File: config.mk
export PLATFORM = sky130hd
export DESIGN_NAME = distributed_mutex_arbiter
export DESIGN_NICKNAME = d
export VERILOG_FILES = /design/src/rtl/dmarb_pkg.sv /design/src/rtl/dmarb_ram.sv /design/src/rtl/distributed_mutex_arbiter.sv
export SDC_FILE = /design/constraint.sdc
export NUM_CORES = 1
export LEC_CHECK = 0
export BUFFER_PORTS_ARGS = -buffer_cell sky130_fd_sc_hd__buf_4
export CAP_MARGIN = 20
export CORE_ASPECT_RATIO = 0.75
export CORE_MARGIN = 2
export CORE_UTILIZATION = 45
export CTS_BUF_LIST = sky130_fd_sc_hd__clkbuf_4 sky130_fd_sc_hd__clkbuf_8
export CTS_CLUSTER_SIZE = 20
export DETAILED_ROUTE_END_ITERATION = 10
export PLACE_DENSITY = 0.63
export SKIP_LAST_GASP = 1
export SYNTH_ARGS = -nofsm -noshare
export SYNTH_HDL_FRONTEND = slang
export SYNTH_HIERARCHICAL = 1
export SYNTH_SLANG_ARGS = --single-unit
export TNS_END_PERCENT = 30
File: constraint.sdc
create_clock -name clk_i -period 6 [get_ports clk_i]
set_input_delay 1.2 -clock clk_i [delete_from_list [all_inputs] [get_ports clk_i]]
set_output_delay 1.2 -clock clk_i [all_outputs]
set_load 0.03 [all_outputs]
File: src/rtl/dmarb_pkg.sv
// ----------------------------------------------------------------------------
// dmarb_pkg
// Shared types and constants of the distributed mutex arbiter: message and
// operation codes, register indexes and field widths.
// ----------------------------------------------------------------------------
package dmarb_pkg;

  // Default number of peers; the deferred store never exceeds 2**PeerIdW ids
  localparam int unsigned MaxPeersDefault = 16;

  localparam int unsigned PeerIdW  = 4;
  localparam int unsigned TimeW    = 32;
  localparam int unsigned MaskW    = 16;
  localparam int unsigned ReqTypeW = 3;
  localparam int unsigned KindW    = 2;
  localparam int unsigned CfgIdxW  = 2;
  localparam int unsigned CfgDataW = 16;

  // Operation carried by an input beat
  typedef enum logic [ReqTypeW-1:0] {
    REQ_REMOTE_REQUEST = 3'd0,
    REQ_REMOTE_REPLY   = 3'd1,
    REQ_REMOTE_OTHER   = 3'd2,
    REQ_LOCAL_LOCK     = 3'd3,
    REQ_LOCAL_UNLOCK   = 3'd4
  } req_type_e;

  // Kind of an output beat
  typedef enum logic [KindW-1:0] {
    KIND_REQUEST = 2'd0,
    KIND_REPLY   = 2'd1,
    KIND_GRANT   = 2'd2,
    KIND_ERROR   = 2'd3
  } msg_kind_e;

  // Configuration register indexes
  typedef enum logic [CfgIdxW-1:0] {
    CFG_OWN_NODE_ID = 2'd0,
    CFG_PEER_MASK   = 2'd1
  } cfg_reg_e;

endpackage

File: src/rtl/dmarb_ram.sv
// ----------------------------------------------------------------------------
// dmarb_ram
// Simple dual-port synchronous RAM: one write port, one read port with the
// read data registered. Contents are undefined at reset.
// ----------------------------------------------------------------------------
module dmarb_ram #(
  parameter int unsigned Width = 32,
  parameter int unsigned Depth = 16
) (
  input  logic                     clk_i,
  input  logic                     we_i,
  input  logic [$clog2(Depth)-1:0] waddr_i,
  input  logic [Width-1:0]         wdata_i,
  input  logic                     re_i,
  input  logic [$clog2(Depth)-1:0] raddr_i,
  output logic [Width-1:0]         rdata_o
);

  logic [Width-1:0] mem_q [Depth];
  logic [Width-1:0] rdata_q;

  // Write and registered read
  always_ff @(posedge clk_i) begin
    if (we_i) begin
      mem_q[waddr_i] <= wdata_i;
    end
    if (re_i) begin
      rdata_q <= mem_q[raddr_i];
    end
  end

  assign rdata_o = rdata_q;

endmodule

File: src/rtl/distributed_mutex_arbiter.sv
// ----------------------------------------------------------------------------
// distributed_mutex_arbiter
// One node of a Ricart-Agrawala distributed lock kept in step by a 32-bit
// wrapping Lamport clock.
//
// Input channel (in_valid_i/in_ready_o) takes one operation a beat: remote
// request, remote reply, other remote message, local lock or local unlock.
// Output channel (out_valid_o/out_ready_i) gives zero or more message beats
// per operation; last_o marks the final beat of an operation.
// Config channel (cfg_valid_i/cfg_ready_o) writes own_node_id and peer_mask;
// always ready. The user writes it only while idle; the block does not check.
//
// An operation passes through accept, clock update and execute. Its first
// result lands in the output register at the end of the execute step. A lock
// with an empty peer mask adds a grant state for the grant beat. An unlock
// walks the deferred-time RAM once per deferred reply: a scan through the
// single read port, then an emit state.
// The next operation is accepted while the last result still waits in the
// output register; a stalled receiver holds the sequencer before it emits.
// Reset clears clock, pending lock, deferred and outstanding bits at once;
// the deferred-time RAM is not cleared, its entries are read only when valid.
// ----------------------------------------------------------------------------
module distributed_mutex_arbiter #(
  parameter int unsigned MAX_PEERS = dmarb_pkg::MaxPeersDefault
) (
  input  logic                            clk_i,
  input  logic                            rst_ni,
  // configuration
  input  logic                            cfg_valid_i,
  output logic                            cfg_ready_o,
  input  logic [dmarb_pkg::CfgIdxW-1:0]   cfg_index_i,
  input  logic [dmarb_pkg::CfgDataW-1:0]  cfg_data_i,
  // operations
  input  logic                            in_valid_i,
  output logic                            in_ready_o,
  input  logic [dmarb_pkg::ReqTypeW-1:0]  req_type_i,
  input  logic [dmarb_pkg::PeerIdW-1:0]   peer_id_i,
  input  logic [dmarb_pkg::TimeW-1:0]     remote_time_i,
  // messages
  output logic                            out_valid_o,
  input  logic                            out_ready_i,
  output logic [dmarb_pkg::KindW-1:0]     msg_kind_o,
  output logic [dmarb_pkg::PeerIdW-1:0]   dest_peer_o,
  output logic [dmarb_pkg::TimeW-1:0]     timestamp_o,
  output logic                            last_o
);

  import dmarb_pkg::*;

  localparam int unsigned NUM_SLOTS = (MAX_PEERS < (1 << PeerIdW)) ? MAX_PEERS
                                                                    : (1 << PeerIdW);
  localparam int unsigned SLOT_W = $clog2(NUM_SLOTS);
  localparam int unsigned CNT_W  = $clog2(NUM_SLOTS + 1);

  localparam logic [PeerIdW:0]     PeerLimit = (PeerIdW + 1)'(NUM_SLOTS);
  localparam logic [CNT_W-1:0]     CntLimit  = CNT_W'(NUM_SLOTS);
  localparam logic [NUM_SLOTS-1:0] SlotOne   = NUM_SLOTS'(1);
  localparam logic [TimeW-1:0]     TimeOne   = TimeW'(1);

  typedef enum logic [2:0] {
    S_IDLE,
    S_CLOCK,
    S_EXEC,
    S_GRANT,
    S_SCAN,
    S_EMIT
  } state_e;

  // true when (ta, ia) is strictly larger than (tb, ib)
  function automatic logic pair_greater(logic [TimeW-1:0] ta, logic [PeerIdW-1:0] ia,
                                        logic [TimeW-1:0] tb, logic [PeerIdW-1:0] ib);
    logic res;
    if (ta != tb) begin
      res = ta > tb;
    end else begin
      res = ia > ib;
    end
    return res;
  endfunction

  // Control and node state
  state_e                 state_q, state_d;
  logic [PeerIdW-1:0]     own_id_q, own_id_d;
  logic [MaskW-1:0]       peer_mask_q, peer_mask_d;
  logic [TimeW-1:0]       clock_q, clock_d;
  logic                   pending_q, pending_d;
  logic [TimeW-1:0]       req_time_q, req_time_d;
  logic [NUM_SLOTS-1:0]   defer_vld_q, defer_vld_d;
  logic [NUM_SLOTS-1:0]   outstand_q, outstand_d;

  // Captured operation
  req_type_e              op_type_q, op_type_d;
  logic [PeerIdW-1:0]     op_peer_q, op_peer_d;
  logic [TimeW-1:0]       op_time_q, op_time_d;

  // Minimum search over the deferred store
  logic [CNT_W-1:0]       scan_cnt_q, scan_cnt_d;
  logic                   cmp_vld_q, cmp_vld_d;
  logic [SLOT_W-1:0]      cmp_idx_q, cmp_idx_d;
  logic                   best_found_q, best_found_d;
  logic [SLOT_W-1:0]      best_idx_q, best_idx_d;
  logic [TimeW-1:0]       best_time_q, best_time_d;

  // Output register
  logic                   out_valid_q, out_valid_d;
  msg_kind_e              out_kind_q, out_kind_d;
  logic [PeerIdW-1:0]     out_dest_q, out_dest_d;
  logic [TimeW-1:0]       out_ts_q, out_ts_d;
  logic                   out_last_q, out_last_d;

  // Deferred-time RAM ports
  logic                   ram_we, ram_re;
  logic [SLOT_W-1:0]      ram_waddr, ram_raddr;
  logic [TimeW-1:0]       ram_rdata;

  logic                   out_free;
  logic                   peer_ok;
  logic [SLOT_W-1:0]      peer_idx;
  logic [NUM_SLOTS-1:0]   outstand_clr;
  logic [NUM_SLOTS-1:0]   defer_left;
  logic [TimeW-1:0]       clock_inc;

  dmarb_ram #(
    .Width (TimeW),
    .Depth (NUM_SLOTS)
  ) u_defer_ram (
    .clk_i   (clk_i),
    .we_i    (ram_we),
    .waddr_i (ram_waddr),
    .wdata_i (op_time_q),
    .re_i    (ram_re),
    .raddr_i (ram_raddr),
    .rdata_o (ram_rdata)
  );

  assign cfg_ready_o = 1'b1;
  assign in_ready_o  = (state_q == S_IDLE);

  assign out_free     = !out_valid_q || out_ready_i;
  assign peer_ok      = {1'b0, op_peer_q} < PeerLimit;
  assign peer_idx     = op_peer_q[SLOT_W-1:0];
  assign outstand_clr = outstand_q & ~(SlotOne << peer_idx);
  assign defer_left   = defer_vld_q & ~(SlotOne << best_idx_q);
  assign clock_inc    = clock_q + TimeOne;
  assign ram_waddr    = peer_idx;
  assign ram_raddr    = scan_cnt_q[SLOT_W-1:0];

  // Sequence one operation through clock update, execute and scan
  always_comb begin
    state_d      = state_q;
    own_id_d     = own_id_q;
    peer_mask_d  = peer_mask_q;
    clock_d      = clock_q;
    pending_d    = pending_q;
    req_time_d   = req_time_q;
    defer_vld_d  = defer_vld_q;
    outstand_d   = outstand_q;
    op_type_d    = op_type_q;
    op_peer_d    = op_peer_q;
    op_time_d    = op_time_q;
    scan_cnt_d   = scan_cnt_q;
    cmp_vld_d    = cmp_vld_q;
    cmp_idx_d    = cmp_idx_q;
    best_found_d = best_found_q;
    best_idx_d   = best_idx_q;
    best_time_d  = best_time_q;
    out_valid_d  = out_valid_q && !out_ready_i;
    out_kind_d   = out_kind_q;
    out_dest_d   = out_dest_q;
    out_ts_d     = out_ts_q;
    out_last_d   = out_last_q;
    ram_we       = 1'b0;
    ram_re       = 1'b0;

    // Register writes
    if (cfg_valid_i) begin
      unique case (cfg_index_i)
        CFG_OWN_NODE_ID: own_id_d    = cfg_data_i[PeerIdW-1:0];
        CFG_PEER_MASK:   peer_mask_d = cfg_data_i[MaskW-1:0];
        default:         ;
      endcase
    end

    unique case (state_q)
      S_IDLE: begin
        if (in_valid_i) begin
          op_type_d = req_type_e'(req_type_i);
          op_peer_d = peer_id_i;
          op_time_d = remote_time_i;
          state_d   = S_CLOCK;
        end
      end

      // Raise the clock past any remote timestamp
      S_CLOCK: begin
        case (op_type_q)
          REQ_REMOTE_REQUEST, REQ_REMOTE_REPLY, REQ_REMOTE_OTHER: begin
            clock_d = ((op_time_q > clock_q) ? op_time_q : clock_q) + TimeOne;
          end
          default: ;
        endcase
        state_d = S_EXEC;
      end

      S_EXEC: begin
        if (out_free) begin
          state_d = S_IDLE;
          case (op_type_q)
            REQ_REMOTE_REQUEST: begin
              if (!pending_q || !peer_ok ||
                  pair_greater(req_time_q, own_id_q, op_time_q, op_peer_q)) begin
                clock_d     = clock_inc;
                out_valid_d = 1'b1;
                out_kind_d  = KIND_REPLY;
                out_dest_d  = op_peer_q;
                out_ts_d    = clock_inc;
                out_last_d  = 1'b1;
              end else begin
                ram_we                = 1'b1;
                defer_vld_d[peer_idx] = 1'b1;
              end
            end
            REQ_REMOTE_REPLY: begin
              if (peer_ok) begin
                outstand_d = outstand_clr;
                if (pending_q && outstand_q[peer_idx] && outstand_clr == '0) begin
                  out_valid_d = 1'b1;
                  out_kind_d  = KIND_GRANT;
                  out_dest_d  = '0;
                  out_ts_d    = '0;
                  out_last_d  = 1'b1;
                end
              end
            end
            REQ_LOCAL_LOCK: begin
              out_valid_d = 1'b1;
              out_dest_d  = '0;
              if (pending_q) begin
                out_kind_d = KIND_ERROR;
                out_ts_d   = '0;
                out_last_d = 1'b1;
              end else begin
                clock_d    = clock_inc;
                req_time_d = clock_inc;
                pending_d  = 1'b1;
                outstand_d = peer_mask_q[NUM_SLOTS-1:0];
                out_kind_d = KIND_REQUEST;
                out_ts_d   = clock_inc;
                out_last_d = (peer_mask_q[NUM_SLOTS-1:0] != '0);
                if (peer_mask_q[NUM_SLOTS-1:0] == '0) begin
                  state_d = S_GRANT;
                end
              end
            end
            REQ_LOCAL_UNLOCK: begin
              if (defer_vld_q != '0) begin
                state_d      = S_SCAN;
                scan_cnt_d   = '0;
                cmp_vld_d    = 1'b0;
                best_found_d = 1'b0;
              end else begin
                pending_d  = 1'b0;
                outstand_d = '0;
              end
            end
            default: ;
          endcase
        end
      end

      // Grant straight after a request with no peers to wait for
      S_GRANT: begin
        if (out_free) begin
          out_valid_d = 1'b1;
          out_kind_d  = KIND_GRANT;
          out_dest_d  = '0;
          out_ts_d    = '0;
          out_last_d  = 1'b1;
          state_d     = S_IDLE;
        end
      end

      // Read one slot a cycle, compare the slot read last cycle
      S_SCAN: begin
        if (cmp_vld_q && (!best_found_q || ram_rdata < best_time_q)) begin
          best_found_d = 1'b1;
          best_idx_d   = cmp_idx_q;
          best_time_d  = ram_rdata;
        end
        if (scan_cnt_q < CntLimit) begin
          ram_re     = 1'b1;
          cmp_vld_d  = defer_vld_q[scan_cnt_q[SLOT_W-1:0]];
          cmp_idx_d  = scan_cnt_q[SLOT_W-1:0];
          scan_cnt_d = scan_cnt_q + CNT_W'(1);
        end else begin
          cmp_vld_d = 1'b0;
          state_d   = S_EMIT;
        end
      end

      // Send the reply to the oldest deferred request, then rescan or finish
      S_EMIT: begin
        if (out_free) begin
          defer_vld_d = defer_left;
          clock_d     = clock_inc;
          out_valid_d = 1'b1;
          out_kind_d  = KIND_REPLY;
          out_dest_d  = PeerIdW'(best_idx_q);
          out_ts_d    = clock_inc;
          out_last_d  = (defer_left == '0);
          if (defer_left == '0) begin
            pending_d  = 1'b0;
            outstand_d = '0;
            state_d    = S_IDLE;
          end else begin
            scan_cnt_d   = '0;
            best_found_d = 1'b0;
            state_d      = S_SCAN;
          end
        end
      end

      default: state_d = S_IDLE;
    endcase
  end

  // Hold state and the output register
  always_ff @(posedge clk_i or negedge rst_ni) begin
    if (!rst_ni) begin
      state_q      <= S_IDLE;
      own_id_q     <= '0;
      peer_mask_q  <= '0;
      clock_q      <= '0;
      pending_q    <= 1'b0;
      req_time_q   <= '0;
      defer_vld_q  <= '0;
      outstand_q   <= '0;
      scan_cnt_q   <= '0;
      cmp_vld_q    <= 1'b0;
      best_found_q <= 1'b0;
      out_valid_q  <= 1'b0;
      out_kind_q   <= KIND_REQUEST;
      out_dest_q   <= '0;
      out_ts_q     <= '0;
      out_last_q   <= 1'b0;
    end else begin
      state_q      <= state_d;
      own_id_q     <= own_id_d;
      peer_mask_q  <= peer_mask_d;
      clock_q      <= clock_d;
      pending_q    <= pending_d;
      req_time_q   <= req_time_d;
      defer_vld_q  <= defer_vld_d;
      outstand_q   <= outstand_d;
      scan_cnt_q   <= scan_cnt_d;
      cmp_vld_q    <= cmp_vld_d;
      best_found_q <= best_found_d;
      out_valid_q  <= out_valid_d;
      out_kind_q   <= out_kind_d;
      out_dest_q   <= out_dest_d;
      out_ts_q     <= out_ts_d;
      out_last_q   <= out_last_d;
    end
  end

  // Payload registers
  always_ff @(posedge clk_i) begin
    op_type_q   <= op_type_d;
    op_peer_q   <= op_peer_d;
    op_time_q   <= op_time_d;
    cmp_idx_q   <= cmp_idx_d;
    best_idx_q  <= best_idx_d;
    best_time_q <= best_time_d;
  end

  assign out_valid_o = out_valid_q;
  assign msg_kind_o  = out_kind_q;
  assign dest_peer_o = out_dest_q;
  assign timestamp_o = out_ts_q;
  assign last_o      = out_last_q;

  // Deferred replies exist only behind a pending local request
  a_defer_needs_pending : assert property (@(posedge clk_i) disable iff (!rst_ni)
    (defer_vld_q != '0) |-> pending_q)
    else $error("deferred entry without pending lock");

  // Outstanding replies exist only behind a pending local request
  a_outstand_needs_pending : assert property (@(posedge clk_i) disable iff (!rst_ni)
    (outstand_q != '0) |-> pending_q)
    else $error("outstanding reply without pending lock");

  // A scan always finds a valid entry before emitting
  a_emit_has_best : assert property (@(posedge clk_i) disable iff (!rst_ni)
    (state_q == S_EMIT) |-> best_found_q)
    else $error("reply emitted without a selected entry");

  // Taking the lock always puts the broadcast request in the output register
  a_lock_sends_request : assert property (@(posedge clk_i) disable iff (!rst_ni)
    $rose(pending_q) |-> (out_valid_q && out_kind_q == KIND_REQUEST))
    else $error("lock taken without request beat");

endmodule
==> metrics, run 1 <==
combinational power share=32.2%; P_leak=14.48 nW; Post-Syn Instances=2372; Synth Warn #=6; die width=327.4 um; crit end category=flip-flop; kind of critical path=flip-flop to flip-flop; share of the synthesized area in the top cell type=52.99%; top cell family by delay on the critical path=simple AND/OR/NAND/NOR gates; RSZ-0062 raised after global routing=no; worst r2r dst=clock_q[28]; I/O Pins=104; Final TNS setup=0 ns; sequential-to-total area share from yosys stat=64.83%; die height=246.6 um; Max-Slew Margin vs Limit=27.99%; total global-route track usage=23.07%; placer's final routability congestion estimate=0.9530; Worst Hold Class=flip-flop to flip-flop; Psw=0.006298 W; Final Skew=0.04516 ns; status=finished clean; setup bufs post-CTS=0; most frequent CP cell=nor3_1; ranking of synthesized cells by area=edfxtp_1, dfrtp_1, mux4_2, ha_1, nand2_1; Routed Wire Length=92570 um; clock share of power=25.3%; Synth Net Count=2536; I/O Buffers=102; Critical Path RT=6.60 ns; Synth Flop Type=edfxtp_1; sw frac=35.23%; library cells used by synthesis=88; CTS Hold Bufs=0; clk slew on worst S/H paths=0.07 ns; FP Rows=88; drt first pass iters=6; Setup Viol. Count Final=0; cell taking the most area after synthesis=edfxtp_1; worst-skew pair later-pin latency=0.76 ns; pwr/cell area=445.6 mW/mm^2; Critical Path Stages=17; Fin. Hold Viols=0; Critical path origin=op_time_q[0]; CTS tree=yes; H-tree levels=3; worst-path maximum fanout=19; minimum clock period=5.432 ns; largest net degree at the start of global routing=84; drc violations=0; Avg Vias per Cell=5.958; VDD IR max=0.3265 mV; largest stage delay on the critical path=0.80 ns; Yosys reg bits=790; CTS Buf Count=117; non-filler cells, final=3681; layout cell share with drive strength beyond 1=22.31%; slowest CP cell=edfxtp_1; DP HPWL=57360 um; Flop pwr share=42.6%; fin crit share=90.53%; Starting Density=45.67%; initial antenna violation count=2; Async SR Flop Fraction=21.14%; worst reg2reg path startpoint=op_time_q[0]; CTS sink cnt=790; core box area=0.07729 mm^2; initial drt markers=2518; synth cell count leaders=edfxtp_1, nand2_1, dfrtp_1; Routed Antenna Nets=0; # nets final=2709; vias=21933; Critical Path End=clock_q[28]; total die area=0.08073 mm^2; Critical Path AT=6.04 ns; DR WL/cell=25.15 um; Worst Path Buf+Inv=1; CTS resizes=0; register-to-register setup slack=0.57 ns; Post-synth EDFFs=623; first-pass GRT wire length=138800 um; cell with the most instances after synthesis=edfxtp_1; P&R area growth vs syn=13.66%; Max Cap Viol=0; placed cells=3458; critical-path cell list=inv_1, ha_1, nor2b_1, o211ai_1, a2111oi_0, o31a_1, nor2_4, o21ai_0, ha_1, nand3_1, nor3_1, nand2_1, nor3_1, nand4_1, xnor2_1, nor3_1, or3_1; Power Internal=0.01158 W; number of global-route vias before repair=21734; Startpoint Class=flip-flop; Syn Std Cell Area=0.03530 mm^2; FF-to-FF path depth=17; gr ovfl total=0; root cell of the clock tree=clkbuf_8; clk buf depth=3; Avg Inst Size Synth=14.88 um^2; highest clock rate=184.1 MHz; Tightest Pin Transition=1.076 ns; Filler cells=6418; Pins Over Slew Limit=0
-- logic make-up after synthesis --
family / after synthesis / share of synthesized area [%]
compound gates: 430 / 8.159
xor+xnor: 62 / 1.538
fa+ha+maj: 102 / 3.615
buf+inv: 226 / 2.750
flops: 790 / 64.83
mux: 215 / 11.42
other cells: 1 / 0.01062
simple gates: 546 / 7.670
-- area by class of cell --
| cell class | count | area [um^2] | share of cell area, % |
|---|---|---|---|
| diodes | 1 | 2.502 | 0.006237 |
| clock buffers | 169 | 2038 | 5.080 |
| clock inverters | 50 | 391.6 | 0.9761 |
| inverters | 115 | 431.7 | 1.076 |
| multi-input cells | 1356 | 11610 | 28.94 |
| flip-flops and latches | 790 | 22890 | 57.06 |
| well taps | 1035 | 1295 | 3.228 |
| repair buffers | 165 | 1458 | 3.633 |
-- per-layer routing --
layer	vias up	track usage, %	routed length (um)
li1	9617	-	-
met3	148	4.895	7479
met4	0	6.314	2042
met5	-	0	0
met1	11269	33.70	41470
met2	899	35.01	41590
-- power by group through the flow --
stage          clock network (W)  logic [W]  registers (W)
2_1_floorplan                  0    0.00396        0.00748
3_3_place_gp                   0    0.00558        0.00769
3_5_place_dp                   0    0.00567        0.00771
4_1_cts                  0.00462    0.00570        0.00761
5_1_grt                  0.00484    0.00621        0.00771
6_report                 0.00452    0.00575        0.00761
-- how the worst min path moves through the flow --
stage	slack (ns)	cells after the start	from	endpoint
finish	0.42	0	cmp_idx_q[3]	best_idx_q[3]
CTS	0.42	0	cmp_idx_q[3]	best_idx_q[3]
detailed placement	0.40	0	cmp_idx_q[3]	best_idx_q[3]
floorplan	0.40	0	cmp_idx_q[0]	best_idx_q[0]
global placement	0.41	0	cmp_idx_q[0]	best_idx_q[0]
global route	0.42	0	cmp_idx_q[3]	best_idx_q[3]
-- state kept, by name, summed over array words and instances (netlist names), 5 cells and up --
signal and cells:
u_defer_ram/rdata_o 32, best_time_q 32, outstand_q 16, timestamp_o 32
clock_q 32, req_time_q 32, defer_vld_q 16, u_defer_ram/mem_q 512
peer_mask_q 16, scan_cnt_q 5, op_time_q 32
-- metrics by stage --
stage	hold WS, ns	power, W	area [um^2]	util [%]	setup WS [ns]
global route	0.4240	0.01876	40120	51.91	0.1581
CTS	0.4190	0.01794	40060	51.83	0.7248
floorplan	0.4003	0.01144	35300	-	0.5779
finish	0.4169	0.01788	40120	51.91	0.5683
detailed placement	0.4045	0.01338	37630	48.68	0.7596
global placement	0.4075	0.01326	37630	48.68	0.9590
-- worst reg2reg max path, cell delays in order, from the launching register on --
cell and delay (ns):
edfxtp_1 0.80, inv_1 0.23, ha_1 0.25, nor2b_1 0.13, o211ai_1 0.10, a2111oi_0 0.43, o31a_1 0.42, nor2_4 0.09
o21ai_0 0.20, ha_1 0.32, nand3_1 0.30, nor3_1 0.57, nand2_1 0.36, nor3_1 0.31, nand4_1 0.15, xnor2_1 0.20
nor3_1 0.06, or3_1 0.38
-- layout by cell type (no fill, tap or decap), types with 19 or more instances in the layout --
cell type / Yosys / layout
edfxtp_1: 623 / 623
nand2_1: 170 / 170
dfrtp_1: 167 / 165
buf_4: 12 / 147
mux4_2: 137 / 137
clkbuf_8: 0 / 123
inv_1: 114 / 114
nor2_1: 123 / 107
ha_1: 102 / 102
o21ai_0: 101 / 100
a21oi_1: 75 / 75
a22oi_1: 73 / 73
xnor2_1: 62 / 62
nand3_1: 49 / 49
clkbuf_4: 0 / 46
nand4_1: 38 / 38
nor3_1: 39 / 35
clkinv_1: 1 / 30
mux2_2: 26 / 26
o211ai_1: 25 / 25
mux2_4: 24 / 24
a21o_1: 20 / 20
o22ai_1: 19 / 19
Note: power is estimated with default switching activity, not from simulation.
==> inputs of run 2 (changes only) <==
--- a/config.mk
+++ b/config.mk
@@ -17,6 +17,5 @@
 export SKIP_LAST_GASP = 1
 export SYNTH_ARGS = -nofsm -noshare
 export SYNTH_HDL_FRONTEND = slang
-export SYNTH_HIERARCHICAL = 1
 export SYNTH_SLANG_ARGS = --single-unit
 export TNS_END_PERCENT = 30
==> metrics, run 2 <==
status=finished clean; Tightest Pin Transition=1.115 ns (+0.03928 ns); ranking of synthesized cells by area=edfxtp_1, dfrtp_1, mux4_2, ha_1, xnor2_1; cell with the most instances after synthesis=edfxtp_1; DP HPWL=54560 um (-4.9%); largest stage delay on the critical path=0.77 ns (-0.03 ns); placed cells=3324 (-3.9%); # nets final=2569 (-5.2%); initial drt markers=2334 (-7.3%); Startpoint Class=flip-flop; max reg flops=512 (unchanged); register-to-register setup slack=0.67 ns (+0.10 ns); CTS tree=yes; total global-route track usage=22.51% (-0.56 points); worst-skew pair later-pin latency=0.74 ns (-0.02 ns); drc violations=0 (unchanged); number of global-route vias before repair=20990 (-3.4%); top cell family by delay on the critical path=compound AO/OA/AOI/OAI gates; non-filler cells, final=3533 (-4.0%); I/O Pins=104 (unchanged); Synth Flop Type=edfxtp_1; die width=325.0 um (-0.75%); Worst Path Buf+Inv=1 (unchanged); Setup Viol. Count Final=0 (unchanged); Final Skew=0.04472 ns (-0.0004436 ns); worst reg2reg path startpoint=op_time_q[21]; CTS resizes=0 (unchanged); crit end category=flip-flop; DR WL/cell=25.33 um (+0.71%); area fraction in compound gates after synthesis=5.999% (-2.2 points); library cells used by synthesis=70 (-20%); share of the synthesized area in the top cell type=53.81% (+0.82 points); cell taking the most area after synthesis=edfxtp_1; largest family of logic cells by synthesized area=multiplexers; gr ovfl total=0 (unchanged); adder-cell share of the synthesized area=3.671% (+0.056 points); Fin. Hold Viols=0 (unchanged); Post-synth EDFFs=623 (unchanged); Synth Warn #=0 (-6); P&R area growth vs syn=14.05%; Synth Net Count=2391 (-5.7%); RSZ-0062 raised after global routing=no; largest register by flop count=u_defer_ram.mem_q; most frequent CP cell=o21ai_0; largest net degree at the start of global routing=133 (+58%); Max-Slew Margin vs Limit=25.60% (-2.4 points); Routed Wire Length=89480 um (-3.3%); I/O Buffers=102 (unchanged); Max Cap Viol=0 (unchanged); first-pass GRT wire length=133700 um (-3.7%); CTS Buf Count=113 (-3.4%); critical-path cell list=ha_1, a211oi_1, o21ai_0, a211oi_1, a21boi_0, a21oi_1, nand2_1, o21ai_0, ha_1, nand3_1, or2_2, nor3_1, buf_4, nor3b_1, xnor2_1, mux2i_1, a21oi_1, o21ai_0; Async SR Flop Fraction=21.14% (unchanged); core box area=0.07674 mm^2 (-0.71%); total die area=0.07952 mm^2 (-1.5%); Yosys reg bits=790 (unchanged); Starting Density=45.30% (-0.37 points); Avg Inst Size Synth=15.61 um^2 (+4.9%); kind of critical path=flip-flop to flip-flop; CTS Hold Bufs=0 (unchanged); pwr/cell area=425.6 mW/mm^2 (-4.5%); most common cell after layout, fill and taps aside=edfxtp_1; Avg Vias per Cell=5.933 (-0.42%); highest clock rate=187.7 MHz (+2.0%); setup bufs post-CTS=0 (unchanged); initial antenna violation count=2 (unchanged); minimum clock period=5.327 ns (-0.1044 ns); vias=20962 (-4.4%); FP Rows=88 (unchanged); FF-to-FF path depth=18 (+1); Syn Std Cell Area=0.03477 mm^2 (-1.5%); placer's final routability congestion estimate=0.9146 (-4.0%); fin crit share=88.79% (-1.7 points); drt first pass iters=8 (+2); worst-path maximum fanout=20 (+1); clk slew on worst S/H paths=0.08 ns (about the same); Synth Area in Simple Gates=7.108% (-0.56 points); layout cell share with drive strength beyond 1=23.63% (+1.3 points); H-tree levels=3 (unchanged); die height=244.7 um (-0.75%); root cell of the clock tree=clkbuf_8; Pins Over Slew Limit=0 (unchanged); P_leak=14.24 nW (-1.6%); Final TNS setup=0 ns (unchanged); Critical Path RT=6.59 ns (about the same); Worst Hold Class=primary input to async pin; synth cell count leaders=edfxtp_1, mux4_2, dfrtp_1; slowest CP cell=edfxtp_1; Critical Path AT=5.92 ns (-0.12 ns); VDD IR max=0.2571 mV (-21%); most frequent cells in the layout=edfxtp_1, mux4_2, dfrtp_1; worst r2r dst=clock_q[26]; CTS sink cnt=790 (unchanged); sequential-to-total area share from yosys stat=65.83% (+1.0 points); Synth Area in XOR/XNOR=1.738% (+0.20 points); clk buf depth=3 (unchanged); Routed Antenna Nets=0 (unchanged); post-synthesis mux area share=13.28% (+1.9 points); Post-Syn Instances=2227 (-6.1%)
==> run 2: cell types whose count changed after synthesis, sizes merged, moves of 9 or more <==
cell / before / now
nand2: 170 / 103
a22oi: 73 / 11
mux4: 137 / 169
a22o: 6 / 35
o211ai: 25 / 9
o21ai: 104 / 89
buf: 44 / 30
nand3: 49 / 62
mux2: 61 / 49
o2bb2ai: 10 / 0
a21o: 20 / 29
mux2i: 17 / 26
==> run 2: cell families after synthesis <==
logic type,count (synthesis)
buffers and inverters,212
AO/OA/AOI/OAI,324
adder cells (fa/ha/maj),102
AND/OR/NAND/NOR,485
multiplexers,244
XOR/XNOR,69
other,1
flip-flops,790
==> run 2: worst max-delay path by stage <==
stage | end | start | cells past startpoint
after floorplan | u_defer_ram.mem_q[14][0] | op_peer_q[1] | 11
after global placement | clock_q[26] | op_time_q[21] | 18
after detailed placement | clock_q[26] | op_time_q[21] | 18
after CTS | clock_q[26] | op_time_q[21] | 18
after global routing | clock_q[26] | op_time_q[21] | 18
final | clock_q[26] | op_time_q[21] | 18
==> run 2: area by class of cell <==
type                            instances  area, um^2
Sequential cell                       790       22900
Clock inverter                         53       430.4
Timing Repair Buffer                  167        1503
Fill cell                            6291       37090
Multi-Input combinational cell       1225       11240
Inverter                              108       405.4
Antenna cell                            1       2.502
Clock buffer                          154        1882
Tap cell                             1035        1295
==> run 2: metrics by stage <==
step | utilization [%] | setup WS (ns) | power, W | hold slack [ns] | instance area, um^2
after global placement | 48.61 | 1.004 | 0.01243 | 0.4061 | 37310
after floorplan | - | 0.6439 | 0.01089 | 0.4003 | 34770
after global routing | 51.67 | 0.2019 | 0.01772 | 0.3325 | 39650
after CTS | 51.63 | 0.8465 | 0.01695 | 0.3140 | 39620
after detailed placement | 48.61 | 0.8908 | 0.01255 | 0.4045 | 37310
final | 51.67 | 0.6727 | 0.01688 | 0.3752 | 39650
==> run 2: report_power, final <==
group          internal, W  switching, W
combinational      0.00234       0.00269
sequential         0.00669      0.000760
clock              0.00234       0.00206
total               0.0114       0.00551
==> run 2: worst register-to-register path, delay by kind of cell, from the launching register on <==
kind                       cells  cell delay (ns)
AOI/OAI and AO/OA              8             2.09
muxes                          1             0.09
xor gates and xnor gates       1             0.15
adders and majority gates      2             0.70
DFF                            1             0.77
buffers and inverters          1             0.18
and+or+nand+nor                5             1.20
==> run 2: metal layers <==
layer / vias up / share of wire, % / GRT usage (%) / wire, um
li1: 9074 / - / - / -
met1: 10833 / 45 / 33.15 / 40260
met2: 913 / 46 / 35.09 / 41210
met3: 142 / 7.2 / 3.847 / 6401
met4: 0 / 1.8 / 5.392 / 1608
met5: - / 0 / 0 / 0
